## src/mhfs_pkg.sv

```systemverilog
// shared types and constants for the magic header frame sync block
package mhfs_pkg;

    localparam int BYTE_W         = 8;
    localparam int COUNT_W        = 32;
    localparam int MAGIC_W        = 32;
    localparam int WINDOW_BYTES   = 8;
    localparam int WINDOW_W       = WINDOW_BYTES * BYTE_W;
    localparam int FILL_W         = 4;
    localparam int HDR_IDX_W      = 6;
    localparam int LENGTH_BITS_DEFAULT = 32;

    localparam logic [HDR_IDX_W-1:0] HDR_LAST  = HDR_IDX_W'(35);
    localparam logic [HDR_IDX_W-1:0] SYNC_IDX  = HDR_IDX_W'(WINDOW_BYTES);
    localparam logic [HDR_IDX_W-1:0] LEN_FIRST = HDR_IDX_W'(24);
    localparam logic [HDR_IDX_W-1:0] LEN_LAST  = HDR_IDX_W'(27);
    localparam logic [FILL_W-1:0]    FILL_FULL = FILL_W'(WINDOW_BYTES);
    localparam logic [31:0]          MSG_TYPE_DATA = 32'd1;

    // apb register map
    localparam int APB_ADDR_W = 3;
    localparam int APB_DATA_W = 32;
    localparam logic REG_MAGIC = 1'b0;

    typedef enum logic [1:0] {
        PH_HUNT    = 2'd0,
        PH_HEADER  = 2'd1,
        PH_PAYLOAD = 2'd2
    } phase_t;

    typedef enum logic [1:0] {
        ROLE_HUNT    = 2'd0,
        ROLE_SYNC    = 2'd1,
        ROLE_HEADER  = 2'd2,
        ROLE_PAYLOAD = 2'd3
    } role_t;

    typedef struct packed {
        role_t                byte_role;
        logic                 frame_end;
        logic [COUNT_W-1:0]   frame_count;
    } result_t;

endpackage

```

## src/mhfs_apb_regs.sv

```systemverilog
// apb configuration register holding the expected magic word
module mhfs_apb_regs
    import mhfs_pkg::*;
(
    input  logic                  aclk,
    input  logic                  aresetn,
    input  logic                  psel,
    input  logic                  penable,
    input  logic                  pwrite,
    input  logic [APB_ADDR_W-1:0] paddr,
    input  logic [APB_DATA_W-1:0] pwdata,
    output logic [APB_DATA_W-1:0] prdata,
    output logic                  pready,
    output logic [MAGIC_W-1:0]    magic_word
);

    logic [MAGIC_W-1:0] magic_reg;
    logic [MAGIC_W-1:0] magic_next;
    logic               wr_en;

    assign pready = 1'b1;
    assign wr_en  = psel && penable && pwrite && (paddr[2] == REG_MAGIC);

    always_comb begin
        magic_next = magic_reg;
        if (wr_en) begin
            magic_next = pwdata[MAGIC_W-1:0];
        end
    end

    always_ff @(posedge aclk) begin
        if (!aresetn) begin
            magic_reg <= '0;
        end else begin
            magic_reg <= magic_next;
        end
    end

    always_comb begin
        prdata = '0;
        if (paddr[2] == REG_MAGIC) begin
            prdata = APB_DATA_W'(magic_reg);
        end
    end

    assign magic_word = magic_reg;

endmodule

```

## src/mhfs_core.sv

```systemverilog
// frame sync state and the per-byte next-state and result logic
module mhfs_core
    import mhfs_pkg::*;
#(
    parameter int LENGTH_BITS = LENGTH_BITS_DEFAULT
) (
    input  logic               aclk,
    input  logic               aresetn,
    input  logic               step,
    input  logic [BYTE_W-1:0]  data_byte,
    input  logic [MAGIC_W-1:0] magic_word,
    output result_t            result
);

    phase_t                 phase_reg, phase_next;
    logic [WINDOW_W-1:0]    window_reg, window_next;
    logic [FILL_W-1:0]      fill_reg, fill_next;
    logic [HDR_IDX_W-1:0]   hdr_idx_reg, hdr_idx_next;
    logic [LENGTH_BITS-1:0] length_reg, length_next;
    logic [LENGTH_BITS-1:0] remain_reg, remain_next;
    logic [COUNT_W-1:0]     frames_reg, frames_next;

    logic [WINDOW_W-1:0]    shifted_window;
    logic [31:0]            len_byte;
    logic [1:0]             len_pos;
    role_t                  role;
    logic                   fend;

    assign shifted_window = {data_byte, window_reg[WINDOW_W-1:BYTE_W]};
    assign len_pos        = 2'(hdr_idx_reg - LEN_FIRST);
    assign len_byte       = 32'(data_byte) << {len_pos, 3'b000};

    always_comb begin
        phase_next   = phase_reg;
        window_next  = window_reg;
        fill_next    = fill_reg;
        hdr_idx_next = hdr_idx_reg;
        length_next  = length_reg;
        remain_next  = remain_reg;
        frames_next  = frames_reg;
        role         = ROLE_HUNT;
        fend         = 1'b0;

        case (phase_reg)
            PH_HEADER: begin
                role = ROLE_HEADER;
                if (hdr_idx_reg >= LEN_FIRST && hdr_idx_reg <= LEN_LAST) begin
                    length_next = length_reg | len_byte[LENGTH_BITS-1:0];
                end
                hdr_idx_next = hdr_idx_reg + 1'b1;
                if (hdr_idx_reg == HDR_LAST) begin
                    if (length_next == '0) begin
                        // empty payload: frame closes on the last header byte
                        fend         = 1'b1;
                        frames_next  = frames_reg + 1'b1;
                        phase_next   = PH_HUNT;
                        window_next  = '0;
                        fill_next    = '0;
                        hdr_idx_next = '0;
                        remain_next  = '0;
                    end else begin
                        remain_next = length_next;
                        phase_next  = PH_PAYLOAD;
                    end
                end
            end
            PH_PAYLOAD: begin
                role = ROLE_PAYLOAD;
                if (remain_reg <= LENGTH_BITS'(1)) begin
                    fend         = 1'b1;
                    frames_next  = frames_reg + 1'b1;
                    phase_next   = PH_HUNT;
                    window_next  = '0;
                    fill_next    = '0;
                    hdr_idx_next = '0;
                    remain_next  = '0;
                end else begin
                    remain_next = remain_reg - 1'b1;
                end
            end
            default: begin
                phase_next  = PH_HUNT;
                window_next = shifted_window;
                if (fill_reg < FILL_FULL) begin
                    fill_next = fill_reg + 1'b1;
                end
                if (fill_next >= FILL_FULL
                    && shifted_window[31:0] == MSG_TYPE_DATA
                    && shifted_window[WINDOW_W-1:32] == magic_word) begin
                    role         = ROLE_SYNC;
                    phase_next   = PH_HEADER;
                    hdr_idx_next = SYNC_IDX;
                    length_next  = '0;
                    remain_next  = '0;
                end
            end
        endcase
    end

    always_ff @(posedge aclk) begin
        if (!aresetn) begin
            phase_reg   <= PH_HUNT;
            window_reg  <= '0;
            fill_reg    <= '0;
            hdr_idx_reg <= '0;
            length_reg  <= '0;
            remain_reg  <= '0;
            frames_reg  <= '0;
        end else if (step) begin
            phase_reg   <= phase_next;
            window_reg  <= window_next;
            fill_reg    <= fill_next;
            hdr_idx_reg <= hdr_idx_next;
            length_reg  <= length_next;
            remain_reg  <= remain_next;
            frames_reg  <= frames_next;
        end
    end

    assign result.byte_role   = role;
    assign result.frame_end   = fend;
    assign result.frame_count = frames_next;

endmodule

```

## src/magic_header_frame_sync_top.sv

```systemverilog
// top level of the magic header frame sync block
//
// byte-serial frame synchronizer. each input item is one byte of a received
// stream; each byte produces exactly one result item giving its role (hunting,
// sync found, header rest, payload), a frame end flag and the running frame
// count. the block hunts for an 8-byte window whose first little-endian word
// is 1 and whose second equals the magic_word register (apb address 0), then
// walks the 36-byte header, takes the payload length from header bytes 24..27
// (low LENGTH_BITS bits), skips the payload and flags the last byte of the
// frame. throughput is one byte per clock unless m_ready holds off a result;
// each result passes through the input register and then the result register,
// which is loaded in the same step as the state update. the input register
// accepts a new item while a result waits for m_ready, so the link side only
// stalls when both registers are full.
// magic_word should be written while idle.
module magic_header_frame_sync_top
    import mhfs_pkg::*;
#(
    parameter int LENGTH_BITS = LENGTH_BITS_DEFAULT
) (
    input  logic                  aclk,
    input  logic                  aresetn,
    // apb configuration port
    input  logic                  psel,
    input  logic                  penable,
    input  logic                  pwrite,
    input  logic [APB_ADDR_W-1:0] paddr,
    input  logic [APB_DATA_W-1:0] pwdata,
    output logic [APB_DATA_W-1:0] prdata,
    output logic                  pready,
    // byte input channel
    input  logic                  s_valid,
    output logic                  s_ready,
    input  logic [BYTE_W-1:0]     s_data_byte,
    // result channel
    output logic                  m_valid,
    input  logic                  m_ready,
    output logic [1:0]            m_byte_role,
    output logic                  m_frame_end,
    output logic [COUNT_W-1:0]    m_frame_count
);

    logic [MAGIC_W-1:0] magic_word;

    // input register
    logic               in_valid_reg, in_valid_next;
    logic [BYTE_W-1:0]  in_byte_reg;

    // result register
    logic               out_valid_reg, out_valid_next;
    result_t            out_reg;
    result_t            core_result;

    logic               advance;
    logic               in_accept;

    mhfs_apb_regs u_regs (
        .aclk       (aclk),
        .aresetn    (aresetn),
        .psel       (psel),
        .penable    (penable),
        .pwrite     (pwrite),
        .paddr      (paddr),
        .pwdata     (pwdata),
        .prdata     (prdata),
        .pready     (pready),
        .magic_word (magic_word)
    );

    // byte moves from input register into state and result register
    assign advance   = in_valid_reg && (!out_valid_reg || m_ready);
    assign s_ready   = !in_valid_reg || advance;
    assign in_accept = s_valid && s_ready;

    mhfs_core #(
        .LENGTH_BITS (LENGTH_BITS)
    ) u_core (
        .aclk       (aclk),
        .aresetn    (aresetn),
        .step       (advance),
        .data_byte  (in_byte_reg),
        .magic_word (magic_word),
        .result     (core_result)
    );

    always_comb begin
        in_valid_next = in_valid_reg;
        if (in_accept) begin
            in_valid_next = 1'b1;
        end else if (advance) begin
            in_valid_next = 1'b0;
        end
    end

    always_comb begin
        out_valid_next = out_valid_reg;
        if (advance) begin
            out_valid_next = 1'b1;
        end else if (m_ready) begin
            out_valid_next = 1'b0;
        end
    end

    always_ff @(posedge aclk) begin
        if (!aresetn) begin
            in_valid_reg  <= 1'b0;
            out_valid_reg <= 1'b0;
        end else begin
            in_valid_reg  <= in_valid_next;
            out_valid_reg <= out_valid_next;
        end
    end

    // payload registers, no reset needed
    always_ff @(posedge aclk) begin
        if (in_accept) begin
            in_byte_reg <= s_data_byte;
        end
        if (advance) begin
            out_reg <= core_result;
        end
    end

    assign m_valid       = out_valid_reg;
    assign m_byte_role   = out_reg.byte_role;
    assign m_frame_end   = out_reg.frame_end;
    assign m_frame_count = out_reg.frame_count;

endmodule
```

## config.mk

```make
export PLATFORM = sky130hd
export DESIGN_NAME = magic_header_frame_sync_top
export DESIGN_NICKNAME = d
export VERILOG_FILES = /design/src/mhfs_pkg.sv /design/src/mhfs_apb_regs.sv /design/src/mhfs_core.sv /design/src/magic_header_frame_sync_top.sv
export SDC_FILE = /design/constraint.sdc
export NUM_CORES = 1
export LEC_CHECK = 0
export BUFFER_PORTS_ARGS = -buffer_cell sky130_fd_sc_hd__buf_4
export CAP_MARGIN = 10
export CORE_UTILIZATION = 61
export CTS_CLUSTER_DIAMETER = 100
export CTS_CLUSTER_SIZE = 14
export DETAILED_ROUTE_END_ITERATION = 16
export GPL_TIMING_DRIVEN = 0
export PLACE_DENSITY = 0.82
export SLEW_MARGIN = 20
export SYNTH_ARGS = -nofsm -noshare
export SYNTH_HDL_FRONTEND = slang
export SYNTH_SLANG_ARGS = --single-unit
```

## constraint.sdc

```tcl
create_clock -name aclk -period 7.8 [get_ports aclk]
set_input_delay 1.56 -clock aclk [delete_from_list [all_inputs] [get_ports aclk]]
set_output_delay 1.56 -clock aclk [all_outputs]
set_load 0.01 [all_outputs]
```

==> impl_metrics.ini, run 1 <==
[status]
status = complete, no violations

[timing]
slew_headroom = 0.224
worst_slew_pin_slew_ns = 1.16
finalHoldViolCount = 0
worst_slack_ns = 3.42
setup_viol = 0
period_needed_ns = 4.38
fin_crit_sh = 0.561
clock_skew_ns = 0.0311
tns_ns = 0
rsz0062_at_grt = false
fmax_mhz = 228
maxSlewViolCount = 0

[worst_setup_path]
cp_cell_sequence = buf_4, nor2b_1, nand2b_1, clkbuf_1, clkinv_2, o21ai_1, clkbuf_1, o21ai_0, a21oi_1
r2r_cells = 10
cp.required_ns = 8.24
start_kind = input port
rr_startpoint = in_byte_reg[3]
crit_start = m_ready
path_buf_inv = 4
crit_type = input port to flip-flop
cpMaxStageDelayCell = clkinv_2
max_stage_delay_ns = 0.74
crit_family = buffers and inverters
worstPathMaxFanout = 43
end_kind = flip-flop
cpMostUsedCell = clkbuf_1
worstPathArrival_ns = 4.82
crit_cells = 9

[clock_tree]
clockBufferDepth = 3
cts_setup_buffers = 0
cts_hold_buf = 0
clock-sinks = 241
clk_pin_slew_ns = 0.07
root_buffer = clkbuf_16
cts_buffers = 21
htree_num_levels = 1
cts_tree = yes
insertion_delay_ns = 0.53
cts_resized = 0

[logic_synthesis]
syn_avg_cell_area_um2 = 8.29
synth_nets = 1545
yosysSeqAreaShare = 0.426
ys_types = 75
ys_seq_elements = 241
ys.flop_type = dfxtp_1
synth-async-reset-ratio = 0
ys_warn_count = 0
netlist_instances = 1487
netlist_area_mm2 = 0.0123
synth_edf_count = 43

[cells_and_area]
post-route-cell-area_mm2 = 0.0141
fin_cells = 1899
drive_gt1_frac = 0.110
final_core_util = 0.718
nFillCells = 1595
layout_commonest_cell = dfxtp_1
nets = 1683
largest_reg_flops = 56
final_cell_mix = dfxtp_1 (198), a21oi_1 (144), nand2_1 (130)
syn2layout_area_growth_pct = 14.5
antenna_cells = 0

[floorplan]
fp.dieH_um = 144
rows = 51
die_area_mm2 = 0.0208
core-area_mm2 = 0.0197
die_w_um = 144
start_util = 0.628
io_pins = 120

[global_routing]
grt_pass1_vias = 11700
antenna_found_initial = 0
gr-total-overflow = 0
grt_usage = 0.387
grt_max_degree = 44
grt_pass1_wl_um = 62400

[detailed_routing]
via_per_inst = 6.68
antenna_left = 0
drt_iter0_markers = 1560
drt-total-wl_um = 40100
dr.pass1.iters = 6
routedWlPerCell_um = 21.1
route.detailed.drc = 0
vias = 12700

[placement]
dp_cells = 1867
io_buffers = 115
post-place-ws_ns = 2.94
postPlaceCellArea_mm2 = 0.0135
hpwl_um = 28800
routabilityCongestion = 0.984

[job]
drv_cap = 0

[worst_hold_path]
min_path_cells = 2
min-delay-start = u_core.remain_reg[22]
holdCritPathClass = flip-flop to flip-flop

[pwr]
powerDensity_mw_per_mm2 = 171
cellLeakagePower_nw = 4.92
vdd_drop_max_v = 0.000146
[cell families (layout without fill, tap and decap cells)]
family          count (synthesis)  in the layout  share of synthesized area
compound gates                470            470                      0.249
simple gates                  572            572                      0.239
xor+xnor                       36             36                     0.0256
other cells                     1              1                   0.000304
fa+ha+maj                       8              8                    0.00812
mux                             2              2                    0.00162
flops                         241            241                      0.426
buf+inv                       157            304                     0.0505
[stage by stage]
step                hold slack (ns)  total power, mW
finish                        0.486             2.41
global route                  0.505             2.46
CTS                           0.477             2.41
detailed placement            0.463             1.47
global placement              0.457             1.47
floorplan                     0.440             1.40
[tightest hold or removal path: stages (launching register included)]
cell and delay [ns]:
dfxtp_1 0.31, inv_1 0.05, o22ai_1 0.08
[routing by layer]
metal,vias up,track usage,routed length (um)
met5,-,0,0
met4,0,0.162,1510
met3,129,0.0699,4150
met2,776,0.614,18000
met1,5935,0.519,16400
li1,5847,-,-
[power by group]
group | leakage, nW | switching, mW | internal [mW]
clock network | 0.281 | 0.472 | 0.499
logic | 2.66 | 0.0913 | 0.0555
registers | 1.98 | 0.0127 | 1.28
[cells in the mapped netlist, types with 9 or more instances]
cell type | instances | area, um2
and3_1 | 16 | 100
o2bb2ai_1 | 10 | 87.6
a22o_1 | 23 | 201
nor3_1 | 44 | 220
a2bb2oi_1 | 9 | 78.8
nor2b_1 | 36 | 225
nand3_1 | 93 | 465
buf_2 | 12 | 60.1
o31ai_1 | 46 | 345
or3_1 | 12 | 75.1
a211o_1 | 13 | 114
nand2_1 | 130 | 488
a21oi_1 | 144 | 721
xnor2_1 | 35 | 307
a22oi_1 | 26 | 195
inv_1 | 31 | 116
a31oi_1 | 16 | 100
o22ai_1 | 26 | 163
nor2_1 | 92 | 345
or4_1 | 14 | 105
dfxtp_1 | 198 | 3960
nand4_1 | 34 | 213
and2_1 | 9 | 56.3
o21ai_0 | 73 | 365
clkbuf_1 | 105 | 394
nor4_1 | 52 | 325
edfxtp_1 | 43 | 1290
o211ai_1 | 17 | 128
[final cells by class]
| cell class | instances | area, um2 | area share |
|---|---|---|---|
| plain buffers | 124 | 499 | 0.0354 |
| clock buffers | 30 | 559 | 0.0396 |
| clock inverters | 2 | 25.0 | 0.00177 |
| inverters | 33 | 125 | 0.00886 |
| multi-input cells | 1089 | 6460 | 0.458 |
| flip-flops and latches | 241 | 5260 | 0.372 |
| well taps | 265 | 332 | 0.0235 |
| repair buffers | 115 | 863 | 0.0611 |
[path summary, 6_finish.rpt]
kind                                         endpoint  slack, ns
worst min register to register  u_core.remain_reg[22]       0.49
worst max-delay path             u_core.window_reg[9]       3.42
worst max register to register      m_frame_count[18]       3.92
worst min-delay path            u_core.remain_reg[22]       0.49
Power figures use the tool's default switching activity.
==> inputs of run 2 (changes only) <==
--- a/config.mk
+++ b/config.mk
@@ -7,12 +7,12 @@
 export LEC_CHECK = 0
 export BUFFER_PORTS_ARGS = -buffer_cell sky130_fd_sc_hd__buf_4
 export CAP_MARGIN = 10
-export CORE_UTILIZATION = 61
+export CORE_UTILIZATION = 60
 export CTS_CLUSTER_DIAMETER = 100
 export CTS_CLUSTER_SIZE = 14
 export DETAILED_ROUTE_END_ITERATION = 16
 export GPL_TIMING_DRIVEN = 0
-export PLACE_DENSITY = 0.82
+export PLACE_DENSITY = 0.81
 export SLEW_MARGIN = 20
 export SYNTH_ARGS = -nofsm -noshare
 export SYNTH_HDL_FRONTEND = slang
==> constraint.sdc (replaced) <==
create_clock -name aclk -period 4.34 [get_ports aclk]
set_input_delay 0.868 -clock aclk [delete_from_list [all_inputs] [get_ports aclk]]
set_output_delay 0.868 -clock aclk [all_outputs]
set_load 0.01 [all_outputs]
==> impl_metrics.ini, run 2 (synthesis results as in run 1) <==
[clock_tree]
cts_hold_buf = 0
insertion_delay_ns = 0.52
clk_pin_slew_ns = 0.07
cts_buffers = 21
cts_setup_buffers = 0
cts_resized = 0
clock-sinks = 241
root_buffer = clkbuf_16
htree_num_levels = 1
cts_tree = yes
clockBufferDepth = 3

[detailed_routing]
drt_iter0_markers = 1561
met1_length_um = 16000
met2_length_um = 17500
routedWlPerCell_um = 20.7
dr.pass1.iters = 6
antenna_left = 0
route.detailed.drc = 0
drt-total-wl_um = 39400
route.met3.wl_um = 4420
top_layer = met4
vias = 12700
via_per_inst = 6.69

[global_routing]
grt_pass1_wl_um = 62100
grt_max_degree = 44
antenna_found_initial = 0
grt_usage = 0.363
gr-total-overflow = 0
grt_pass1_vias = 11800

[pwr]
powerDensity_mw_per_mm2 = 305
cellLeakagePower_nw = 4.93
pwr-share-seq = 0.540
p_sw_frac = 0.235
fin_total_pwr_mw = 4.31
power_frac_clock = 0.399
combPwrFrac = 0.061
power_switching_mw = 1.01
vdd_drop_max_v = 0.000231
p_int_mw = 3.30

[placement]
post-place-ws_ns = 0.212
hpwl_um = 28500
io_buffers = 115
routabilityCongestion = 0.964
postPlaceCellArea_mm2 = 0.0135

[worst_hold_path]
holdCritPathClass = flip-flop to flip-flop
min-delay-start = u_core.remain_reg[19]

[timing]
slew_headroom = 0.261
fmax_mhz = 258
period_needed_ns = 3.88
finalHoldViolCount = 0
maxSlewViolCount = 0
setup_viol = 0
worst_slack_ns = 0.464
fin_crit_sh = 0.893
worst_slew_pin_slew_ns = 1.10
clock_skew_ns = 0.0206
whs_ns = 0.478
rsz0062_at_grt = false

[cells_and_area]
syn2layout_area_growth_pct = 14.5
nets = 1683
antenna_cells = 0
nFillCells = 1672
drive_gt1_frac = 0.110
largest_reg_flops = 56
post-route-cell-area_mm2 = 0.0141
layout_commonest_cell = dfxtp_1
final_cell_mix = dfxtp_1 (198), a21oi_1 (144), nand2_1 (130)

[worst_setup_path]
start_kind = flip-flop
worstPathMaxFanout = 10
cp.required_ns = 4.58
end_kind = flip-flop
crit_start = in_byte_reg[3]
crit_type = flip-flop to flip-flop
worstPathArrival_ns = 4.12
reg2reg_setup_slack_ns = 0.46
rr_startpoint = in_byte_reg[3]

[job]
drv_cap = 0

[floorplan]
start_util = 0.612
rows = 52
die_area_mm2 = 0.0211
core-area_mm2 = 0.0202
die_w_um = 145
io_pins = 120
fp.dieH_um = 145

[status]
status = complete, no violations
run 2: worst max-delay path, cell delays in order (launching register included):
cell      delay [ns]
edfxtp_1        0.33
clkbuf_1        0.49
inv_1           0.15
o41ai_1         0.85
or4_1           0.20
buf_2           0.21
o31a_1          0.35
buf_6           0.19
clkbuf_1        0.46
o31ai_1         0.18
o31ai_1         0.18
run 2: metrics by stage:
step           instances   util  setup TNS, ns
6_report            1903  0.700              0
3_3_place_gp        1872  0.671         -26.40
3_5_place_dp        1872  0.671              0
2_1_floorplan       1487      -              0
5_1_grt             1903  0.700              0
4_1_cts             1903  0.700              0
run 2: worst paths after layout:
path	to	depth (start not counted)
max	m_frame_count[20]	10
min	u_core.remain_reg[19]	1
max reg2reg	m_frame_count[20]	10
min reg2reg	u_core.remain_reg[19]	1
run 2: metal layers:
layer | up-vias | global-route usage
li1 | 5853 | -
met1 | 5927 | 0.496
met2 | 822 | 0.570
met3 | 132 | 0.0683
met4 | 0 | 0.147
met5 | - | 0
run 2: cell type report:
type	instances	area, um2	area share
multi-input cells	1089	6470	0.458
flip-flops and latches	241	5260	0.372
repair buffers	115	863	0.0611
clock buffers	29	556	0.0393
plain buffers	124	499	0.0353
well taps	270	338	0.0239
inverters	33	125	0.00886
clock inverters	2	25.0	0.00177
run 2: power groups by stage:
stage,Combinational [mW],Sequential (mW),Clock (mW)
after detailed placement,0.259,2.38,0
after global routing,0.284,2.33,1.81
after CTS,0.260,2.33,1.73
after floorplan,0.134,2.38,0
after global placement,0.254,2.38,0
final,0.264,2.33,1.72
